[config.mk]
export PLATFORM = sky130hd
export DESIGN_NAME = min_max_contrast_stretch_top
export DESIGN_NICKNAME = d
export VERILOG_FILES = /design/src/rtl/mmcs_pkg.sv /design/src/rtl/min_max_contrast_stretch_top.sv /design/src/rtl/mmcs_front.sv /design/src/rtl/mmcs_fifo.sv /design/src/rtl/mmcs_back.sv
export SDC_FILE = /design/constraint.sdc
export NUM_CORES = 1
export LEC_CHECK = 0
export BUFFER_PORTS_ARGS = -buffer_cell sky130_fd_sc_hd__clkbuf_2
export CORE_MARGIN = 10
export CORE_UTILIZATION = 63
export CTS_CLUSTER_SIZE = 14
export DETAILED_ROUTE_END_ITERATION = 16
export PLACE_DENSITY = 0.91
export SYNTH_ARGS = -nofsm -noshare
export SYNTH_HDL_FRONTEND = slang
export SYNTH_SLANG_ARGS = --single-unit
[constraint.sdc]
create_clock -name clk_i -period 4.55 [get_ports clk_i]
set_clock_uncertainty 0.05 [all_clocks]
set_input_delay 0.91 -clock clk_i [delete_from_list [all_inputs] [get_ports clk_i]]
set_output_delay 0.91 -clock clk_i [all_outputs]
set_load 0.005 [all_outputs]
[src/rtl/mmcs_pkg.sv]
// ----------------------------------------------------------------------------
// mmcs_pkg
// Shared constants and types for the per-channel min/max contrast stretch.
// ----------------------------------------------------------------------------
package mmcs_pkg;

  localparam int MAX_CHANNELS = 3;
  localparam int DATA_W       = 8;
  localparam int CH_W         = 2;
  localparam int CNT_W        = 2;
  localparam int FIFO_DEPTH   = 2;
  localparam int PTR_W        = (FIFO_DEPTH > 1) ? $clog2(FIFO_DEPTH) : 1;
  localparam int DIV_STEPS    = DATA_W;
  localparam int STEP_W       = $clog2(DIV_STEPS + 1);

  localparam logic [CNT_W-1:0]  CHAN_COUNT_RST = CNT_W'(3);
  localparam logic [DATA_W-1:0] PIX_MAX        = {DATA_W{1'b1}};
  localparam logic [DATA_W-1:0] PIX_MIN        = '0;

  localparam logic MODE_STATS = 1'b0;
  localparam logic MODE_NORM  = 1'b1;

  // normalize-pass work item, statistics captured at accept time
  typedef struct packed {
    logic [DATA_W-1:0] sample;
    logic [DATA_W-1:0] lo;
    logic [DATA_W-1:0] hi;
    logic [CH_W-1:0]   chan;
  } item_t;

endpackage

[src/rtl/min_max_contrast_stretch_top.sv]
// Path: a normalize sample goes through the queue, the divider and the output
//   register; one that clamps or whose channel is flat skips divider steps.
// Throughput: one normalize sample at a time in the shared 8-step restoring
//   divider; one statistics sample per cycle unless the queue is full.
// Reset: asynchronous, clears min to 255, max to 0, channel count to 3, and
//   empties the queue; the block is ready straight out of reset.
// ----------------------------------------------------------------------------
// min_max_contrast_stretch_top
// Per-channel min/max contrast stretch of an interleaved 8-bit image stream.
// ----------------------------------------------------------------------------
module min_max_contrast_stretch_top (
  input  logic                        clk_i,
  input  logic                        rst_ni,
  input  logic                        cfg_we_i,
  input  logic [mmcs_pkg::CNT_W-1:0]  cfg_wdata_i,
  input  logic                        in_valid_i,
  output logic                        in_stall_o,
  input  logic                        mode_i,
  input  logic [mmcs_pkg::DATA_W-1:0] sample_i,
  input  logic                        first_i,
  output logic                        out_valid_o,
  input  logic                        out_stall_i,
  output logic [mmcs_pkg::DATA_W-1:0] stretched_o,
  output logic [mmcs_pkg::CH_W-1:0]   channel_o
);
  import mmcs_pkg::*;

  item_t push_item, pop_item;
  logic  push, pop, full, empty;

  mmcs_front u_front (
    .clk_i       (clk_i),
    .rst_ni      (rst_ni),
    .cfg_we_i    (cfg_we_i),
    .cfg_wdata_i (cfg_wdata_i),
    .in_valid_i  (in_valid_i),
    .in_stall_o  (in_stall_o),
    .mode_i      (mode_i),
    .sample_i    (sample_i),
    .first_i     (first_i),
    .fifo_full_i (full),
    .push_o      (push),
    .item_o      (push_item)
  );

  mmcs_fifo u_fifo (
    .clk_i   (clk_i),
    .rst_ni  (rst_ni),
    .push_i  (push),
    .item_i  (push_item),
    .full_o  (full),
    .pop_i   (pop),
    .empty_o (empty),
    .item_o  (pop_item)
  );

  mmcs_back u_back (
    .clk_i       (clk_i),
    .rst_ni      (rst_ni),
    .empty_i     (empty),
    .item_i      (pop_item),
    .pop_o       (pop),
    .out_valid_o (out_valid_o),
    .out_stall_i (out_stall_i),
    .stretched_o (stretched_o),
    .channel_o   (channel_o)
  );

endmodule

[src/rtl/mmcs_front.sv]
// ----------------------------------------------------------------------------
// mmcs_front
// Accepts samples, rotates the channel index, keeps per-channel min/max and
// queues normalize-pass samples with the statistics of their channel.
// ----------------------------------------------------------------------------
module mmcs_front (
  input  logic                       clk_i,
  input  logic                       rst_ni,
  input  logic                       cfg_we_i,
  input  logic [mmcs_pkg::CNT_W-1:0] cfg_wdata_i,
  input  logic                       in_valid_i,
  output logic                       in_stall_o,
  input  logic                       mode_i,
  input  logic [mmcs_pkg::DATA_W-1:0] sample_i,
  input  logic                       first_i,
  input  logic                       fifo_full_i,
  output logic                       push_o,
  output mmcs_pkg::item_t            item_o
);
  import mmcs_pkg::*;

  logic [CNT_W-1:0]  count_q;
  logic [CH_W-1:0]   idx_q, idx_d;
  logic [DATA_W-1:0] min_q [MAX_CHANNELS];
  logic [DATA_W-1:0] max_q [MAX_CHANNELS];
  logic [DATA_W-1:0] min_d [MAX_CHANNELS];
  logic [DATA_W-1:0] max_d [MAX_CHANNELS];
  logic [CNT_W:0]    n_act;
  logic [CH_W-1:0]   ch_raw, ch;
  logic [CH_W:0]     ch_inc;
  logic              accept;

  assign in_stall_o = fifo_full_i;
  assign accept     = in_valid_i & ~in_stall_o;

  always_comb begin
    n_act = {1'b0, count_q};
    if (count_q == '0) n_act = (CNT_W+1)'(1);
    if (n_act > (CNT_W+1)'(MAX_CHANNELS)) n_act = (CNT_W+1)'(MAX_CHANNELS);
    ch_raw = first_i ? '0 : idx_q;
    // stale index after a count change wraps to channel 0
    ch     = ({1'b0, ch_raw} >= (CH_W+1)'(n_act)) ? '0 : ch_raw;
    ch_inc = {1'b0, ch} + (CH_W+1)'(1);
    idx_d  = (ch_inc >= (CH_W+1)'(n_act)) ? '0 : ch_inc[CH_W-1:0];
  end

  always_comb begin
    for (int k = 0; k < MAX_CHANNELS; k++) begin
      min_d[k] = (first_i && mode_i == MODE_STATS) ? PIX_MAX : min_q[k];
      max_d[k] = (first_i && mode_i == MODE_STATS) ? PIX_MIN : max_q[k];
      if (ch == CH_W'(k)) begin
        if (sample_i < min_d[k]) min_d[k] = sample_i;
        if (sample_i > max_d[k]) max_d[k] = sample_i;
      end
    end
  end

  always_ff @(posedge clk_i or negedge rst_ni) begin
    if (!rst_ni) begin
      count_q <= CHAN_COUNT_RST;
      idx_q   <= '0;
      for (int k = 0; k < MAX_CHANNELS; k++) begin
        min_q[k] <= PIX_MAX;
        max_q[k] <= PIX_MIN;
      end
    end else begin
      if (cfg_we_i) count_q <= cfg_wdata_i;
      if (accept) begin
        idx_q <= idx_d;
        if (mode_i == MODE_STATS) begin
          for (int k = 0; k < MAX_CHANNELS; k++) begin
            min_q[k] <= min_d[k];
            max_q[k] <= max_d[k];
          end
        end
      end
    end
  end

  assign push_o        = accept & (mode_i == MODE_NORM);
  assign item_o.sample = sample_i;
  assign item_o.lo     = min_q[ch[CH_W-1:0]];
  assign item_o.hi     = max_q[ch[CH_W-1:0]];
  assign item_o.chan   = ch;

endmodule

[src/rtl/mmcs_fifo.sv]
// ----------------------------------------------------------------------------
// mmcs_fifo
// Short queue of normalize work items between the front and the divider.
// ----------------------------------------------------------------------------
module mmcs_fifo (
  input  logic            clk_i,
  input  logic            rst_ni,
  input  logic            push_i,
  input  mmcs_pkg::item_t item_i,
  output logic            full_o,
  input  logic            pop_i,
  output logic            empty_o,
  output mmcs_pkg::item_t item_o
);
  import mmcs_pkg::*;

  item_t             mem_q [FIFO_DEPTH];
  logic [PTR_W-1:0]  wr_ptr_q, rd_ptr_q;
  logic [PTR_W:0]    cnt_q;
  logic              do_push, do_pop;

  assign full_o  = (cnt_q == (PTR_W+1)'(FIFO_DEPTH));
  assign empty_o = (cnt_q == '0);
  assign do_push = push_i & ~full_o;
  assign do_pop  = pop_i & ~empty_o;
  assign item_o  = mem_q[rd_ptr_q];

  always_ff @(posedge clk_i) begin
    if (do_push) mem_q[wr_ptr_q] <= item_i;
  end

  always_ff @(posedge clk_i or negedge rst_ni) begin
    if (!rst_ni) begin
      wr_ptr_q <= '0;
      rd_ptr_q <= '0;
      cnt_q    <= '0;
    end else begin
      if (do_push) begin
        wr_ptr_q <= (wr_ptr_q == PTR_W'(FIFO_DEPTH - 1)) ? '0 : wr_ptr_q + PTR_W'(1);
      end
      if (do_pop) begin
        rd_ptr_q <= (rd_ptr_q == PTR_W'(FIFO_DEPTH - 1)) ? '0 : rd_ptr_q + PTR_W'(1);
      end
      if (do_push && !do_pop) cnt_q <= cnt_q + (PTR_W+1)'(1);
      else if (do_pop && !do_push) cnt_q <= cnt_q - (PTR_W+1)'(1);
    end
  end

endmodule

[src/rtl/mmcs_back.sv]
// ----------------------------------------------------------------------------
// mmcs_back
// Computes floor((s-lo)*255/(hi-lo)) with a restoring divider, one quotient
// bit per cycle; clamps to 0 or 255; holds the result in an output register.
// ----------------------------------------------------------------------------
module mmcs_back (
  input  logic                        clk_i,
  input  logic                        rst_ni,
  input  logic                        empty_i,
  input  mmcs_pkg::item_t             item_i,
  output logic                        pop_o,
  output logic                        out_valid_o,
  input  logic                        out_stall_i,
  output logic [mmcs_pkg::DATA_W-1:0] stretched_o,
  output logic [mmcs_pkg::CH_W-1:0]   channel_o
);
  import mmcs_pkg::*;

  logic                busy_q;
  logic [STEP_W-1:0]   steps_q;
  logic [DATA_W-1:0]   rem_q, num_lo_q, range_q, quo_q;
  logic [CH_W-1:0]     chan_q;
  logic                out_valid_q;
  logic [DATA_W-1:0]   stretched_q;
  logic [CH_W-1:0]     channel_q;

  logic [DATA_W-1:0]   diff;
  logic [2*DATA_W-1:0] num;
  logic                flat, below, above;
  logic [DATA_W:0]     trial;
  logic                fits;
  logic                done;

  always_comb begin
    diff  = item_i.sample - item_i.lo;
    num   = {diff, {DATA_W{1'b0}}} - {{DATA_W{1'b0}}, diff};  // diff * 255
    flat  = (item_i.hi <= item_i.lo);
    below = (item_i.sample <= item_i.lo);
    above = (item_i.sample >= item_i.hi);
    trial = {rem_q, num_lo_q[DATA_W-1]};
    fits  = (trial >= {1'b0, range_q});
  end

  assign pop_o = ~busy_q & ~empty_i;
  assign done  = busy_q & (steps_q == '0) & (~out_valid_q | ~out_stall_i);

  always_ff @(posedge clk_i or negedge rst_ni) begin
    if (!rst_ni) begin
      busy_q  <= 1'b0;
      steps_q <= '0;
    end else begin
      if (pop_o) begin
        busy_q  <= 1'b1;
        steps_q <= (flat || below || above) ? '0 : STEP_W'(DIV_STEPS);
      end else if (done) begin
        busy_q <= 1'b0;
      end else if (busy_q && steps_q != '0) begin
        steps_q <= steps_q - STEP_W'(1);
      end
    end
  end

  // upper byte of the numerator is below the range, so only 8 steps remain
  always_ff @(posedge clk_i) begin
    if (pop_o) begin
      rem_q    <= num[2*DATA_W-1:DATA_W];
      num_lo_q <= num[DATA_W-1:0];
      range_q  <= item_i.hi - item_i.lo;
      chan_q   <= item_i.chan;
      quo_q    <= (flat || below) ? PIX_MIN : PIX_MAX;
    end else if (busy_q && steps_q != '0) begin
      rem_q    <= fits ? DATA_W'(trial - {1'b0, range_q}) : trial[DATA_W-1:0];
      num_lo_q <= {num_lo_q[DATA_W-2:0], 1'b0};
      quo_q    <= {quo_q[DATA_W-2:0], fits};
    end
  end

  always_ff @(posedge clk_i or negedge rst_ni) begin
    if (!rst_ni) begin
      out_valid_q <= 1'b0;
    end else if (done) begin
      out_valid_q <= 1'b1;
    end else if (!out_stall_i) begin
      out_valid_q <= 1'b0;
    end
  end

  always_ff @(posedge clk_i) begin
    if (done) begin
      stretched_q <= quo_q;
      channel_q   <= chan_q;
    end
  end

  assign out_valid_o = out_valid_q;
  assign stretched_o = stretched_q;
  assign channel_o   = channel_q;

endmodule

-- Word-level counts from Yosys, hierarchy flattened
Memory sizes are Yosys's and may differ from the RTL's.
Cells that the tools add are included.
Widths: inputs -> output; s select.
- register bits after elaboration: 106
- bits in writable memories: 52
- bits of input ports: 17
- logic and storage cells: 135
- memories: 1
- memories (memory ; depth ; bits a word ; rd ports ; clocked after memory_dff ; write ports ; line ; RTL):
    u_fifo.mem_q ; 2 ; 26 ; 1 ; 0 ; 1 ; mmcs_fifo.sv:17 ; item_t mem_q [FIFO_DEPTH];
- add/sub/neg operators: 10
- magnitude comparators: 14
- eq/ne operators: 5
- multiplexer cells: 51
- bitwise gates (word level): 15
- reduce and logical (&&, ||, !) cells: 18
- operators by type and width (kind ; number):
    $mux 8 ; 30
    $bmux 8 s2 ; 2
    $gt 8x8->1 ; 3
    $lt 8x8->1 ; 3
    $sub 8x8->8 ; 3
    $le 8x8->1 ; 2
    $mux 4 ; 4
    $sub 16x8->16 ; 1
    $mux 2 ; 6
    $ge 9x8->1 ; 1
    $ge 8x8->1 ; 1
    $mux 1 ; 8
    $and 1x1->1 ; 7
    $logic_not 2->1 ; 3
    $not 1->1 ; 6
    $reduce_bool 2->1 ; 3
    $eq 2x2->1 const B ; 2
    $logic_and 1x1->1 ; 4
    $logic_not 4->1 ; 1
    $reduce_and 2->1 ; 2
    $reduce_bool 4->1 ; 1
    $sub 4x1->4 const B ; 1
    $add 2x1->3 const B ; 1
    $ge 2x3->1 ; 1
    other kinds (14) ; 17

-- Logic depth before layout (Yosys ltp)
- depth in word-level cells: 10
- depth in mapped cells: 12
- gate-level depth less buffers: 11

-- By module
From an unflattened synthesis, not the netlist that was laid out.
- cell total of the unflattened synthesis: 967
- area total of the unflattened synthesis: 10162.2 µm²
- modules (own cells, without submodules) (module ; instances ; cells an instance ; area an instance (µm²) ; sequential area each (µm²)):
    mmcs_front ; 1 ; 505 ; 4405.5 ; 1333.8
    mmcs_back ; 1 ; 362 ; 3583.4 ; 1471.4
    mmcs_fifo ; 1 ; 100 ; 2173.3 ; 1661.6

-- Worst setup path before layout
Ideal clock, no wire load.
- path kind: flip-flop to flip-flop
- start point: reg u_fifo.rd_ptr_q
- end point: reg u_back.rem_q[3] (data pin)
- library setup time: 0.277 ns
- data arrival time: 3.210 ns
- path slack: 1.013 ns
- stages on the path, launching flop included: 12
- buffers on the path: 2
- path through: dfrtp_1 -> clkbuf_1 -> clkbuf_1 -> mux2i_1 -> inv_1 -> fa_1 -> nand2b_1 -> a21oi_1 -> xnor2_1 -> o211ai_1 -> nor3_1 -> o311ai_1
- longest elaborated chain between the ends: 4
- RTL lines (what ; line ; RTL):
    start, declared ; mmcs_fifo.sv:18 ; logic [PTR_W-1:0] wr_ptr_q, rd_ptr_q;
    start signal, assigned ; mmcs_fifo.sv:42 ; rd_ptr_q <= (rd_ptr_q == PTR_W'(FIFO_DEPTH - 1)) ? '0 : rd_ptr_q + PTR_W'(1);
    $mem_v2 2x26 ; n/a ;
    $sub 8x8->8 ; mmcs_back.sv:35 ; diff = item_i.sample - item_i.lo;
    $sub 16x8->16 ; mmcs_back.sv:36 ; num = {diff, {DATA_W{1'b0}}} - {{DATA_W{1'b0}}, diff};
    $mux 8 ; mmcs_back.sv:65 ; if (pop_o) begin
    end signal, assigned ; mmcs_back.sv:66 ; rem_q <= num[2*DATA_W-1:DATA_W];
    end signal, assigned ; mmcs_back.sv:72 ; rem_q <= fits ? DATA_W'(trial - {1'b0, range_q}) : trial[DATA_W-1:0];
    end, declared ; mmcs_back.sv:21 ; logic [DATA_W-1:0] rem_q, num_lo_q, range_q, quo_q;
No other way between the ends.
A chain may end at the register's enable or synchronous reset.

-- Worst setup path after layout
- start point: reg u_fifo.rd_ptr_q
- end point: reg u_back.num_lo_q[7] (data pin)
- longest elaborated chain between the ends: 4
- RTL lines (what ; line ; RTL):
    $mem_v2 2x26 ; n/a ;
    $sub 8x8->8 ; mmcs_back.sv:35 ;
    $sub 16x8->16 ; mmcs_back.sv:36 ;
    $mux 8 ; mmcs_back.sv:65 ;
    end signal, assigned ; mmcs_back.sv:67 ; num_lo_q <= num[DATA_W-1:0];
    end signal, assigned ; mmcs_back.sv:73 ; num_lo_q <= {num_lo_q[DATA_W-2:0], 1'b0};
    end, declared ; mmcs_back.sv:21 ;
No other way between the ends.

==> flow_summary.json <==
{
  "power_leakage_nw": 4.49,
  "synthTopCellsByArea": "sky130_fd_sc_hd__edfxtp_1 30%, sky130_fd_sc_hd__ha_1 12%, sky130_fd_sc_hd__dfrtp_1 9.4%",
  "final_hold_viol_count": 0,
  "floorplan.die_area_sq_um": 20600,
  "crit_path_cell_trace": "mux2i_1 > inv_1 > fa_1 > xor2_4 > nand4b_1 > mux2i_1 > o211ai_1 > nor3_1 > o31ai_1",
  "postSynthAreaPerCell_sq_um": 10.4,
  "cp_max_fo": 11,
  "synthSimpleGateAreaFrac": 0.138,
  "grt_max_degree": 36,
  "area_taken_by_multi_input_logic_gates_sq_um": 4850,
  "ys_warn_count": 0,
  "syn_inst": 926,
  "dpl_worst_slack_ns": 0.660,
  "cts-hold-fix-buffers": 0,
  "tritoncts": "done",
  "cts.clk_slew.worst_paths_ns": 0.06,
  "die-height_um": 144,
  "tritoncts.num_buffers": 17,
  "postSynth.topFlopCell": "sky130_fd_sc_hd__edfxtp_1",
  "synth_compound_gate_area_share": 0.162,
  "clk_latency_ns": 0.44,
  "drt_drc_violations_left": 0,
  "first_pass_iters": 5,
  "cts-htree-levels": 4,
  "slew_at_the_pin_closest_to_its_max_slew_limit_ns": 1.19,
  "worst-setup-path-type": "flip-flop to flip-flop",
  "data_arrival_time_at_the_worst_slack_endpoint_ns": 3.81,
  "count_of_final_max_slew_check_failures": 0,
  "async_reset_ff_frac": 0.392,
  "cp_data_required_time_ns": 4.66,
  "grt_pass1_vias": 7587,
  "fmaxAchievable_mhz": 270,
  "final_critical_delay_including_setup_and_external_delays_ns": 3.70,
  "critical_path.max_stage_delay_ns": 0.66,
  "drv.max_cap_violation_count": 0,
  "ys_ff_latch": 158,
  "netlist.area_leader.share": 0.300,
  "fraction_of_layout_instances_using_a_drive_strength_above_1": 0.129,
  "syn_area_sq_um": 9610,
  "power_per_unit_of_standard_cell_area_nw_per_um2": 748,
  "timing.slew.headroom": 0.202,
  "final-instance-count-excl-fill": 1163,
  "post-cts-setup-buffers": 0,
  "drtIter0Drc": 822,
  "grt.total_usage": 0.227,
  "core_area_sq_um": 15100,
  "synthXorXnorAreaFrac": 0.0193,
  "fp-row-count": 45,
  "synth_largest_area_cell": "sky130_fd_sc_hd__edfxtp_1",
  "timing.setup.tns_ns": 0,
  "slowest_stage": "sky130_fd_sc_hd__dfrtp_1",
  "synth_cell_types": 64,
  "synth.yosys.seq_area_share": 0.465,
  "synthMuxAreaShare": 0.0588,
  "pin_count": 29,
  "route.vias.total": 7613,
  "unrepaired_setup_endpoints_after_global_routing": "false",
  "wire_length_of_the_first_global_routing_pass_um": 37400,
  "syn_nets": 1037,
  "area_delta_synth_final_pct": 9.76,
  "clk_root_buffer_cell": "sky130_fd_sc_hd__clkbuf_16",
  "cts.sinks": 158,
  "count_leader_synth": "sky130_fd_sc_hd__nand2_1",
  "run_status": "finished clean",
  "floorplan.die.width_um": 144,
  "design_power_total_mw": 7.89,
  "ctsResizeCount": 0,
  "yosys-top-cells-count": "107 x sky130_fd_sc_hd__nand2_1, 96 x sky130_fd_sc_hd__edfxtp_1, 90 x sky130_fd_sc_hd__ha_1",
  "vdd_ir_drop_max_v": 0.000357,
  "dp.cells": 1131,
  "start_util": 0.637,
  "io_buffer_count": 28,
  "nature_of_the_critical_path_endpoint": "flip-flop",
  "min_period_over_period": 0.813,
  "overflow_left_after_global_routing": 0,
  "synth_adder_area_share": 0.125,
  "fillerInstances": 1015,
  "number_of_enable_flip_flop_cells_after_synthesis": 96,
  "route.detailed.vias_per_inst": 6.55,
  "holdCritPathClass": "flip-flop to flip-flop",
  "wl_per_cell_um": 19.6,
  "clock_path_buffers": 2,
  "main_combinational_cell_family_by_area_after_synthesis": "compound AO/OA/AOI/OAI gates",
  "antenna_found_initial": 0,
  "startpoint_type": "flip-flop",
  "critPathMostFrequentCell": "sky130_fd_sc_hd__mux2i_1",
  "overall_routed_net_length_um": 22800,
  "antennaDiodeCount": 0,
  "setup_viol_count_final": 0,
  "gp_congestion": 0.967,
  "seqCellArea_sq_um": 4470,
  "design.final.nets": 1073,
  "place.detailed.hpwl_um": 15900,
  "worst_slack_ns": 0.852,
  "antenna_violating_nets_post_route": 0
}
-- worst paths after layout --
path                       slack, ns  cells past startpoint                         endpoint                        start
max                             0.85                      9     u_back.num_lo_q[7]$_DFFE_PP_  u_fifo.rd_ptr_q$_DFFE_PN0P_
min                             0.37                      0  u_back.stretched_o[7]$_DFFE_PP_    u_back.quo_q[7]$_DFFE_PP_
max reg2reg                     0.85                      9     u_back.num_lo_q[7]$_DFFE_PP_  u_fifo.rd_ptr_q$_DFFE_PN0P_
min reg2reg                     0.37                      0  u_back.stretched_o[7]$_DFFE_PP_    u_back.quo_q[7]$_DFFE_PP_
max in group asynchronous       3.29                      2   u_front.count_q[1]$_DFFE_PN1P_                       rst_ni
min in group asynchronous       0.39                      1    u_front.max_q[22]$_DFFE_PN0P_                       rst_ni
-- placed cells by master, fill, tap and decap left out, types with 11 or more instances in the layout --
cell type / instances
sky130_fd_sc_hd__o21a_1: 11
sky130_fd_sc_hd__o21ai_0: 76
sky130_fd_sc_hd__inv_1: 50
sky130_fd_sc_hd__nor2b_1: 17
sky130_fd_sc_hd__a22oi_1: 18
sky130_fd_sc_hd__nand2_1: 107
sky130_fd_sc_hd__mux2i_1: 43
sky130_fd_sc_hd__a211o_1: 25
sky130_fd_sc_hd__dfstp_2: 26
sky130_fd_sc_hd__buf_4: 17
sky130_fd_sc_hd__ha_1: 90
sky130_fd_sc_hd__edfxtp_1: 96
sky130_fd_sc_hd__xnor2_1: 14
sky130_fd_sc_hd__nor2_1: 82
sky130_fd_sc_hd__nor3_1: 27
sky130_fd_sc_hd__clkbuf_2: 28
sky130_fd_sc_hd__a21oi_1: 31
sky130_fd_sc_hd__clkbuf_16: 17
sky130_fd_sc_hd__nand2b_1: 13
sky130_fd_sc_hd__dfrtp_1: 36
sky130_fd_sc_hd__nand4_1: 14
-- report_power, final --
part	internal (mW)	switching, mW
Combinational	1.56	2.38
Clock	0.709	0.610
Sequential	2.32	0.311
Total	4.59	3.30
-- layer usage --
layer / wire [um] / vias up / global-route usage / part of all wire
met5: 0 / - / 0 / 0
li1: - / 3484 / - / -
met2: 11300 / 398 / 0.390 / 0.50
met1: 9070 / 3640 / 0.264 / 0.40
met3: 1500 / 91 / 0.0498 / 0.066
met4: 898 / 0 / 0.109 / 0.039
-- worst max-delay path, delay by kind of cell (launching register included) --
kind,cells,cell delay (ns)
buffers and inverters,1,0.17
and+or+nand+nor,2,0.63
AOI/OAI and AO/OA,2,0.36
adders and majority gates,1,0.55
xor gates and xnor gates,1,0.32
DFF,1,0.66
muxes,2,0.69
-- layout make-up --
class / instances / area share
Sequential cell: 158 / 0.423
Inverter: 51 / 0.0181
Timing Repair Buffer: 45 / 0.0254
Clock buffer: 18 / 0.0407
Multi-Input combinational cell: 689 / 0.460
Tap cell: 188 / 0.0223
Clock inverter: 14 / 0.0102
-- logic make-up after synthesis --
logic type | Yosys count
AOI/OAI and AO/OA | 229
and+or+nand+nor | 293
adders and majority gates | 94
DFF | 158
xor gates and xnor gates | 19
muxes | 54
buffers and inverters | 79
-- stage by stage --
step / hold WS, ns / instance area (sq um) / util
2_1_floorplan: 0.350 / 9610 / -
3_3_place_gp: 0.354 / 10000 / 0.664
3_5_place_dp: 0.355 / 10000 / 0.664
4_1_cts: 0.371 / 10600 / 0.699
5_1_grt: 0.382 / 10600 / 0.699
6_report: 0.369 / 10600 / 0.699
-- state kept, by name, summed over array words and instances, names as in the netlist --
name                count
u_back.rem_q            8
u_front.idx_q           2
u_back.range_q          8
u_fifo.rd_ptr_q         1
u_back.out_valid_o      1
u_fifo.wr_ptr_q         1
u_back.chan_q           2
u_back.steps_q          4
u_back.quo_q            8
u_back.stretched_o      8
u_front.max_q          24
u_back.num_lo_q         8
u_fifo.cnt_q            2
u_back.busy_q           1
u_fifo.mem_q           52
u_front.count_q         2
u_front.min_q          24
u_back.channel_o        2
No activity file was read; power rests on OpenSTA's default activity.
